==> src/rtl/lbs_pkg.sv <==
`timescale 1ns / 1ps
package lbs_pkg;
    localparam int MAX_BONES   = 64;
    localparam int INFLUENCES  = 4;
    localparam int TABLE_DEPTH = 1024;
    localparam int ADDR_W      = 10;
    localparam int BONE_W      = 6;
    localparam int INF_W       = 2;
    localparam int Q_DEPTH     = 2;
    localparam logic [3:0] MARGIN_WORD = 4'd12;

    localparam logic ACT_LOAD = 1'b0;
    localparam logic ACT_SKIN = 1'b1;

    // one skin job handed from the front end to the back end
    typedef struct packed {
        logic signed [31:0]   px;
        logic signed [31:0]   py;
        logic signed [31:0]   pz;
        logic [3:0]           used;
        logic [3:0][15:0]     w;
        logic [3:0][BONE_W-1:0] bone;
    } job_t;

    function automatic logic signed [31:0] sat32(input logic signed [63:0] v);
        if (v > 64'sd2147483647)
            return 32'sh7fffffff;
        else if (v < -64'sd2147483648)
            return 32'sh80000000;
        else
            return v[31:0];
    endfunction
endpackage

==> src/rtl/lbs_front.sv <==
`timescale 1ns / 1ps
// Classifies beats: loads go to the table write port, skins are queued as jobs.
module lbs_front (
    input  logic                      clk,
    input  logic                      rst_n,
    input  logic                      in_valid,
    output logic                      in_stall,
    input  logic                      action,
    input  logic [9:0]                table_address,
    input  logic signed [31:0]        table_value,
    input  logic signed [31:0]        pos_x,
    input  logic signed [31:0]        pos_y,
    input  logic signed [31:0]        pos_z,
    input  logic [31:0]               weights_low,
    input  logic [31:0]               weights_high,
    input  logic [23:0]               bone_indices,
    output logic                      wr_en,
    output logic [9:0]                wr_addr,
    output logic [31:0]               wr_data,
    output logic                      job_valid,
    input  logic                      job_done,
    output lbs_pkg::job_t             job
);
    import lbs_pkg::*;

    job_t       q_reg [Q_DEPTH];
    logic       wp_reg, wp_next, rp_reg, rp_next;
    logic [1:0] cnt_reg, cnt_next;
    job_t       nj;
    logic       push;
    logic       pop;

    always_comb
    begin
        nj.px = pos_x;
        nj.py = pos_y;
        nj.pz = pos_z;
        nj.w[0] = weights_low[15:0];
        nj.w[1] = weights_low[31:16];
        nj.w[2] = weights_high[15:0];
        nj.w[3] = weights_high[31:16];
        for (int i = 0; i < 4; i++)
        begin
            nj.bone[i] = bone_indices[i*BONE_W +: BONE_W];
            nj.used[i] = (i < INFLUENCES) && (nj.w[i] != 16'd0)
                         && ({1'b0, nj.bone[i]} < 7'(MAX_BONES));
        end
    end

    // a load is not taken while a skin job could still read the table;
    // the head job stays queued until the back end is done with it
    assign in_stall  = (action == ACT_SKIN) ? (cnt_reg == 2'(Q_DEPTH))
                                            : (cnt_reg != 2'd0);
    assign push      = in_valid && !in_stall && action == ACT_SKIN;
    assign pop       = job_valid && job_done;
    assign job_valid = cnt_reg != 2'd0;
    assign job       = q_reg[rp_reg];
    assign wr_en     = in_valid && !in_stall && action == ACT_LOAD;
    assign wr_addr   = table_address;
    assign wr_data   = table_value;

    always_comb
    begin
        wp_next  = push ? ~wp_reg : wp_reg;
        rp_next  = pop ? ~rp_reg : rp_reg;
        cnt_next = cnt_reg + 2'(push) - 2'(pop);
    end

    always_ff @(posedge clk or negedge rst_n)
    begin
        if (!rst_n)
        begin
            wp_reg  <= 1'b0;
            rp_reg  <= 1'b0;
            cnt_reg <= 2'd0;
        end
        else
        begin
            wp_reg  <= wp_next;
            rp_reg  <= rp_next;
            cnt_reg <= cnt_next;
        end
    end

    always_ff @(posedge clk)
    begin
        if (push)
            q_reg[wp_reg] <= nj;
    end

    assert property (@(posedge clk) disable iff (!rst_n) cnt_reg <= 2'(Q_DEPTH))
        else $error("job queue overflow");
    assert property (@(posedge clk) disable iff (!rst_n) wr_en |-> cnt_reg == 2'd0)
        else $error("table written under a pending job");
    assert property (@(posedge clk) disable iff (!rst_n) !(push && wr_en))
        else $error("load and skin in one beat");
endmodule

==> config.mk <==
export PLATFORM = sky130hd
export DESIGN_NAME = lbs_front
export DESIGN_NICKNAME = d
export VERILOG_FILES = /design/src/rtl/lbs_pkg.sv /design/src/rtl/lbs_front.sv
export SDC_FILE = /design/constraint.sdc
export NUM_CORES = 1
export LEC_CHECK = 0
export ABC_AREA = 1
export BUFFER_PORTS_ARGS = -buffer_cell sky130_fd_sc_hd__clkbuf_2
export CORE_ASPECT_RATIO = 0.5
export CORE_UTILIZATION = 40
export CTS_CLUSTER_DIAMETER = 100
export DETAILED_ROUTE_END_ITERATION = 10
export PLACE_DENSITY_LB_ADDON = 0.25
export SYNTH_ARGS = -nofsm -noshare
export SYNTH_HDL_FRONTEND = slang
export SYNTH_SLANG_ARGS = --single-unit
==> constraint.sdc <==
create_clock -name clk -period 12.7 [get_ports clk]
set_clock_uncertainty 0.1 [all_clocks]
set_input_delay 1.27 -clock clk [delete_from_list [all_inputs] [get_ports clk]]
set_output_delay 1.27 -clock clk [all_outputs]
set_load 0.005 [all_outputs]
==> impl_results.md, run 1 <==
* Met2 Routed Length at 19400 um
* Worst-case reg-to-reg path depth at 3
* Endpoints failing setup at 0
* Setup WS pre-CTS at 8310 ps
* # hold bufs at CTS at 0
* Slew margin rel. at 0.234
* DP Wirelength at 23300 um
* Slew Limit Fails at 0
* First-pass GRT wire length at 51300 um
* Worst setup path startpoint: rp_reg$_DFFE_PN0P_
* DR vias at 9034
* Post-Syn Area at 14400 um2
* Synth area leaders: edfxtp_1 (78%), nand2_1 (15%), buf_4 (2.9%)
* Pre-antenna DRT Iters at 6
* CTS Buf Count at 36
* Detail Route Antenna Nets at 0
* CTS Sinks at 380
* Crit path launch type: register
* Sequential fraction of the synthesis area at 0.791
* Root buffer cell: clkbuf_16
* Crit path kind: register to output pin
* PnR worst setup slack at 7770 ps
* Worst-path clk slew at 60 ps
* Largest net degree at the start of global routing at 102
* Initial antenna violation count at 9
* Max FFs per register at 376
* Clk buf depth at 3
* Layout cells sized above 1 at 0.305
* Fmax at 203 MHz
* Commonest non-fill, non-tap cell in the layout: nand2_1
* NumNets Final at 1673
* Minimum clock period at 4930 ps
* Period utilisation layout at 0.388
* Wire length on met1 at 12400 um
* FF-to-FF setup slack at 9650 ps
* Area of the multi-input gates at 2430 um2
* Post-synthesis cell type count at 18
* H-tree depth at 2
* PortBufs at 379
* Lkg Pwr at 0.00748 uW
* CP Max Fanout at 96
* CP Capture Type: output pin
* R2R Path Start: rp_reg$_DFFE_PN0P_
* Register Area at 11400 um2
* Max Cap Viol at 0
* Worst Tran Pin Value at 1150 ps
* WL per Instance at 17.9 um
* Die X at 270 um
* Crit path to: job[47]
* RSZ-0062 raised after global routing: false
* Post-synth top area share at 0.784
* Worst VDD drop at 0.0978 mV
* Die Span Y at 136 um
* Total Routing Usage GR at 0.183
* WP data required at 11330 ps
* RR Endpoint: rp_reg$_DFFE_PN0P_
* Cell count after synthesis at 1099
* CTS tree: built
* Detailed Route Iter0 Violations at 551
* Global route overflow at 0
* Hold WC Path Type: primary input to asynchronous set/reset pin
* Vias/cell at 4.64
* Status: finished clean
* Design Power at 3580 uW
* YS warnings at 0
* CTS resizes at 0
* Synthesized flop and latch total at 380
* Vias in the first global route at 8924
* WL met3 at 1430 um
* Final hold vios at 0
* Crit path arrival time at 3560 ps
* Die footprint at 36800 um2
* GPL Wtd Cong at 0.844
* Core Region at 35000 um2
* TNS Setup at 0 ps
* Pwr Density at 204 nW/um2
* Most frequent cells in the layout: nand2_1 (573), clkbuf_2 (379), edfxtp_1 (376)
* Syn_nets at 1331
* WL final at 34800 um
* Post-CTS setup repair buffer count at 0
* Fill cells at 3083
* Uppermost layer routed: met5
* Io pins at 464
* Worst-Skew Late Latency at 520 ps
* Largest area contributor in the netlist: edfxtp_1
* Synth Area per Inst at 13.1 um2
* Drt drc at 0
* Initial core utilization at 0.412
* Row cnt at 48
* Area growth syn-to-layout at 22.0%
[per-stage QoR]
stage / instance area (um2) / std cells / util / hold WS [ps]
floorplan: 14400 / 1099 / - / 372
global placement: 16400 / 1878 / 0.470 / 444
CTS: 17600 / 1942 / 0.502 / 423
finish: 17600 / 1949 / 0.503 / 447
detailed placement: 16400 / 1878 / 0.470 / 460
global route: 17600 / 1949 / 0.503 / 424
[per-layer routing]
layer | vias up | GRT usage
li1 | 4357 | -
met1 | 4351 | 0.198
met2 | 205 | 0.339
met3 | 117 | 0.0360
met4 | 4 | 0.103
met5 | - | 0
[power by group]
group          leakage [uW]  switching, uW  internal, uW
clock              0.000563            443           604
sequential          0.00346           78.7          1520
combinational       0.00346            595           333
total               0.00748           1120          2460
[cell type report]
class                      count  share of cell area
inverter                       9             0.00221
timing repair buffer         387               0.111
antenna                        7            0.000997
tap                          475              0.0338
multi-input combinational    627               0.138
sequential                   380               0.648
clock inverter                14             0.00641
clock buffer                  50              0.0583
[synth_stat cells]
library cell / number
inv_4: 1
nand3b_1: 1
ha_1: 1
nand3_1: 1
edfxtp_1: 376
xor2_1: 2
o21ai_2: 1
nand4_1: 8
nor2_1: 35
inv_1: 8
or2_2: 4
dfrtp_1: 4
nand3_2: 1
nand2_1: 573
buf_6: 2
buf_2: 20
buf_4: 56
clkbuf_1: 5
[how the worst min path moves through the flow]
stage	endpoint	slack (ps)	cells after the start
after floorplan	wp_reg$_DFFE_PN0P_	370	2
after global placement	wp_reg$_DFFE_PN0P_	440	2
after detailed placement	wp_reg$_DFFE_PN0P_	460	2
after CTS	wp_reg$_DFFE_PN0P_	420	1
after global routing	wp_reg$_DFFE_PN0P_	420	1
final	wp_reg$_DFFE_PN0P_	450	1
[critical path, cell delays in order (launching register included)]
cell and delay (ps):
dfrtp_4 830, inv_6 690, buf_4 900, nand2_1 150
nand2_1 110, clkbuf_2 120
[logic make-up after synthesis]
family,count (synthesis),share of synthesized area
DFF,380,0.791
and+or+nand+nor,623,0.165
buffers and inverters,92,0.0415
adders and majority gates,1,0.000868
xor gates and xnor gates,2,0.00122
AOI/OAI and AO/OA,1,0.000608
(Power assumes the default switching activity.)
==> run 2, diff against run 1 <==
- ABC_AREA: 1 -> 0
- clock period: 12.7 -> 4.9 ns (I/O delays scaled with it)
==> run 2 against run 1 <==
Power grew to 2.6 times the previous value. Die area is 1.6% higher. Flip-flop and latch count stayed put. Clock power grew to 2.6 times the previous value. Core utilization is 0.28 points lower. Sequential share of layout area is 1.5 points lower. Final cell count is 20% lower. Highest routed layer is now met4. Via count is 18% lower.
==> impl_results.md, run 2 <==
* Synth Area per Inst at 21.9 um2 (+67%)
* WP data required at 4310 ps (-7020 ps)
* YS warnings at 0 (unchanged)
* Most frequent cell after synthesis: edfxtp_1
* NumNets Final at 1267 (-24%)
* Register Area at 11400 um2 (unchanged)
* H-tree depth at 2 (unchanged)
* Final hold vios at 0 (unchanged)
* WL final at 32200 um (-7.4%)
* First-pass GRT wire length at 45300 um (-12%)
* Hold WC Path Type: primary input to register
* Pwr Density at 524 nW/um2 (+160%)
* Initial core utilization at 0.407 (-0.00549)
* Period utilisation layout at 0.669
* Met3 global-route usage at 0.0356 (-0.000477)
* Worst-path clk slew at 60 ps (about the same)
* CTS Sinks at 380 (unchanged)
* Worst VDD drop at 0.320 mV (+230%)
* Global route overflow at 0 (unchanged)
* Post-synth top area share at 0.771 (-0.0123)
* # hold bufs at CTS at 1 (+1)
* Crit path arrival time at 2690 ps (-870 ps)
* CTS Buf Count at 37 (+2.8%)
* PortBufs at 379 (unchanged)
* Core Region at 36000 um2 (+3.0%)
* FFs w/ async S/R, synth at 0.0105 (unchanged)
* Largest net degree at the start of global routing at 85 (-17%)
* Initial antenna violation count at 3 (-6)
* Setup WS pre-CTS at 2110 ps (-6200 ps)
* Status: finished clean
* Crit path launch type: register
* Pre-antenna DRT Iters at 4 (-2)
* Vias/cell at 4.76 (+2.8%)
* Detailed Route Iter0 Violations at 373 (-32%)
* Clk buf depth at 3 (unchanged)
* CTS tree: built
* Crit path kind: register to output pin
* Area growth syn-to-layout at 22.9%
* Slew margin rel. at 0.303 (+0.0692)
* Design area at 18000 um2 (+2.4%)
* Synthesized flop and latch total at 380 (unchanged)
* Worst Tran Pin Value at 1040 ps (-106 ps)
* Post-synth EDFFs at 376 (unchanged)
* Detail Route Antenna Nets at 0 (unchanged)
* Commonest non-fill, non-tap cell in the layout: clkbuf_2
* Drt drc at 0 (unchanged)
* CP Capture Type: output pin
* Synth area leaders: edfxtp_1 (77%), mux2_4 (10%), mux2_2 (6.8%)
* CTS resizes at 0 (unchanged)
* Fmax at 305 MHz
* DR vias at 7387 (-18%)
* Synth cell count leaders: edfxtp_1 (376), mux2_4 (100), mux2_2 (88)
* Prevailing post-synth register cell: edfxtp_1
* Area of the multi-input gates at 2740 um2 (+13%)
* Placed inst area at 16800 um2 (+2.4%)
* Met1 Use GR at 0.178 (-0.0204)
* RSZ-0062 raised after global routing: false
* Io pins at 464 (unchanged)
* Largest area contributor in the netlist: edfxtp_1
* Post-CTS setup repair buffer count at 0 (unchanged)
* Root buffer cell: clkbuf_16
* Met2 Resource Use GR at 0.304 (-0.0348)
* Sequential fraction of the synthesis area at 0.778 (-0.0124)
* Worst-Skew Late Latency at 520 ps (about the same)
* WL per Instance at 20.8 um (+16%)
* Max Cap Viol at 0 (unchanged)
* Minimum clock period at 3280 ps
* Most frequent cells in the layout: clkbuf_2 (379), edfxtp_1 (376), mux2_4 (100)
* Vias in the first global route at 7518 (-16%)
* Syn_nets at 901 (-32%)
* Max FFs per register at 376 (unchanged)
* Post-synthesis cell type count at 23 (+5)
* Endpoints failing setup at 0 (unchanged)
* TNS Setup at 0 ps (unchanged)
* GPL Wtd Cong at 0.846 (+0.30%)
* CP Max Fanout at 70 (-27%)
* Post-Syn Area at 14600 um2 (+1.6%)
* Grt peak-use layer: met2
* Row cnt at 49 (+2.1%)
* Cell count after synthesis at 669 (-39%)
* DP Wirelength at 22500 um (-3.2%)
* Layout cells sized above 1 at 0.595 (+0.290)
* Die footprint at 37400 um2 (+1.6%)
* Total Routing Usage GR at 0.162 (-0.0213)
* Die X at 273 um (+0.78%)
* Die Span Y at 137 um (+0.78%)
* Fill cells at 2993 (-2.9%)
* Slew Limit Fails at 0 (unchanged)
* PnR worst setup slack at 1620 ps (-6150 ps)
* Lkg Pwr at 0.00692 uW (-7.4%)
## run 2: logic make-up after synthesis
logic type,count (synthesis),synth area share
AO/OA/AOI/OAI,3,0.00137
XOR/XNOR,4,0.00239
flip-flops,380,0.778
buffers and inverters,64,0.0350
multiplexers,188,0.170
AND/OR/NAND/NOR,29,0.0119
adder cells (fa/ha/maj),1,0.000855
## run 2: routing by layer
layer,vias to the layer above,wire (um)
li1,3352,-
met1,3774,11900
met2,184,18000
met3,77,1260
met4,0,1040
met5,-,0
## run 2: worst max-delay path, cell delays in order, from the launching register on
cell and delay [ps]:
dfrtp_4 1080, buf_4 530, mux2_4 340, clkbuf_2 110
## run 2: metrics by stage
step | util | power (uW) | hold WS [ps] | std cells
floorplan | - | 5890 | 94.4 | 669
global placement | 0.467 | 6790 | 200 | 1479
detailed placement | 0.467 | 6850 | 202 | 1479
CTS | 0.500 | 9580 | 18.1 | 1547
global route | 0.500 | 9840 | 19.7 | 1550
finish | 0.500 | 9420 | 50.5 | 1551
## run 2: area by class of cell
cell class                 instances  area share
multi-input combinational        225       0.153
clock buffer                      42      0.0549
antenna                            4    0.000556
tap                              484      0.0337
timing repair buffer             390       0.116
inverter                           1    0.000209
sequential                       380       0.633
clock inverter                    25     0.00911
## run 2: final timing paths
path	startpoint	slack, ps	to	depth (start not counted)
worst min register to register	wp_reg$_DFFE_PN0P_	460	wp_reg$_DFFE_PN0P_	1
min in group asynchronous	rst_n	190	cnt_reg[1]$_DFF_PN0_	2
worst max-delay path	rp_reg$_DFFE_PN0P_	1620	job[162]	3
worst max register to register	cnt_reg[0]$_DFF_PN0_	2280	q_reg[0][98]$_DFFE_PP_	5
max in group asynchronous	rst_n	4360	rp_reg$_DFFE_PN0P_	2
worst min-delay path	pos_z[1]	50	q_reg[0][93]$_DFFE_PP_	1
## run 2: report_power, final
group          switching [uW]  internal [uW]  total, uW
registers                 219           4030       4250
clock network            1200           1510       2710
logic                    1120           1340       2460
==> run 3, diff against run 2 <==
- ABC_AREA: 0 -> 1
- clock period: 4.9 -> 3.34 ns (I/O delays scaled with it)
==> run 3 against run 2 <==
Final cell count up 38%. Design area up 8.6%. Setup slack worse by 1200 ps. Clock-buffer cell count up 6. Non-clock buffer count up 188. Clock power up 41%.
==> impl_results.md, run 3 (synthesized netlist as in run 1, its figures left out) <==
* Status: finished clean
* CTS tree: built
* Drt drc at 0 (unchanged)
* Fill cells at 2888 (-3.5%)
* Most used cell, CP: nand2_1
* WP data required at 2910 ps (-1400 ps)
* # hold bufs at CTS at 185 (+184)
* Cells along the critical path: inv_6, buf_4, nand2_1, nand2_1, clkbuf_2
* Initial antenna violation count at 1 (-2)
* DP Wirelength at 23300 um (+3.5%)
* Design area at 19500 um2 (+8.6%)
* CTS Buf Count at 36 (-2.7%)
* First-pass GRT wire length at 52900 um (+17%)
* DR vias at 9893 (+34%)
* Uppermost layer routed: met4
* Crit path kind: register to output pin
* Root buffer cell: clkbuf_16
* Register Area at 11400 um2 (unchanged)
* RSZ-0062 raised after global routing: false
* Die Span Y at 136 um (-0.77%)
* Slowest CP cell: dfrtp_4
* Initial core utilization at 0.412 (+0.00549)
* Minimum clock period at 2930 ps
* Slew margin rel. at 0.485 (+0.182)
* WL met3 at 1460 um (+16%)
* Detail Route Antenna Nets at 0 (unchanged)
* Die footprint at 36800 um2 (-1.5%)
* WL per Instance at 16.8 um (-19%)
* Global route overflow at 0 (unchanged)
* Worst-path clk slew at 60 ps (about the same)
* Detailed Route Iter0 Violations at 569 (+53%)
* Core Region at 35000 um2 (-2.9%)
* Hold wc startpoint: job_done
* Post-CTS setup repair buffer count at 0 (unchanged)
* Worst path buffer plus inverter count at 3 (+1)
* Worst setup path startpoint: rp_reg$_DFFE_PN0P_
* CP Max Fanout at 74 (+5.7%)
* Final hold vios at 0 (unchanged)
* Setup WS pre-CTS at 907 ps (-1200 ps)
* CP top delay family: buffers and inverters
* Max Cap Viol at 0 (unchanged)
* CTS resizes at 0 (unchanged)
* WL final at 35900 um (+11%)
* Crit path arrival time at 2490 ps (-200 ps)
* Hold WC Path Type: primary input to register
* H-tree depth at 2 (unchanged)
* Area of the multi-input gates at 2440 um2 (-11%)
* CTS Sinks at 380 (unchanged)
* Lkg Pwr at 0.00829 uW (+20%)
* Worst-Skew Late Latency at 510 ps (about the same)
* Vias in the first global route at 9775 (+30%)
* Endpoints failing setup at 0 (unchanged)
* PnR worst setup slack at 412 ps (-1210 ps)
* Period utilisation layout at 0.877
* GPL Wtd Cong at 0.800 (-5.5%)
* Worst VDD drop at 0.475 mV (+49%)
* Commonest non-fill, non-tap cell in the layout: nand2_1
* Placed inst area at 16600 um2 (-1.3%)
* Worst Tran Pin Value at 772 ps (-271 ps)
* Vias/cell at 4.63 (-2.8%)
* Wire length on met1 at 12800 um (+7.4%)
* Most frequent cells in the layout: nand2_1 (573), clkbuf_2 (379), edfxtp_1 (376)
* R2R Path Start: cnt_reg[1]$_DFF_PN0_
* Max FFs per register at 376 (unchanged)
* Crit path launch type: register
* Slowest stage delay, CP at 720 ps (-360 ps)
* Pwr Density at 704 nW/um2 (+34%)
* CP Capture Type: output pin
* Area growth syn-to-layout at 35.6%
* Slew Limit Fails at 0 (unchanged)
* Largest net degree at the start of global routing at 139 (+64%)
* Total Routing Usage GR at 0.188 (+0.0259)
* NumNets Final at 1864 (+47%)
* Io pins at 464 (unchanged)
* PortBufs at 379 (unchanged)
* Row cnt at 48 (-2.0%)
* Die X at 270 um (-0.78%)
* Layout cells sized above 1 at 0.272 (-0.322)
* Worst hold slack at 31.5 ps (-19.0 ps)
* Clk buf depth at 3 (unchanged)
* Fmax at 342 MHz
* Pre-antenna DRT Iters at 5 (+1)
* Met2 Routed Length at 20200 um (+12%)
[run 3: worst paths after layout]
kind,end,slack [ps],depth (start not counted)
hold / removal,rp_reg$_DFFE_PN0P_,30,3
setup reg to reg,q_reg[0][146]$_DFFE_PP_,1270,4
hold reg to reg,wp_reg$_DFFE_PN0P_,460,2
max in group asynchronous,rp_reg$_DFFE_PN0P_,2930,2
min in group asynchronous,cnt_reg[0]$_DFF_PN0_,60,2
setup / recovery,job[119],410,5
[run 3: area by class of cell]
type                    instances  area share
diodes                          1    0.000128
clock buffers                  48      0.0500
clock inverters                18     0.00595
inverters                       9     0.00198
multi-input cells             627       0.125
flip-flops and latches        380       0.583
well taps                     475      0.0304
repair buffers                578       0.204
[run 3: tightest hold or removal path: cells and delay by family]
family | cells | cell delay, ps
simple gates | 1 | 120
xor+xnor | 1 | 80
buf+inv | 1 | 80
[run 3: power breakdown]
part | internal, uW | switching [uW] | leakage, uW
logic | 1500 | 2420 | 0.00429
registers | 5790 | 227 | 0.00346
clock network | 2150 | 1680 | 0.000537
total | 9430 | 4340 | 0.00829
[run 3: per-stage QoR]
| stage | utilization | TNS, ps | total power (uW) | cells |
|---|---|---|---|---|
| final | 0.559 | 0 | 13800 | 2136 |
| after global routing | 0.559 | 0 | 14500 | 2136 |
| after CTS | 0.559 | 0 | 14000 | 2135 |
| after detailed placement | 0.475 | 0 | 9930 | 1884 |
| after global placement | 0.475 | 0 | 9870 | 1884 |
| after floorplan | - | -281410 | 8120 | 1099 |
[run 3: per-layer routing]
layer / vias up / global-route usage
met5: - / 0
met4: 0 / 0.0866
met1: 4778 / 0.199
li1: 4726 / -
met3: 114 / 0.0329
met2: 275 / 0.365
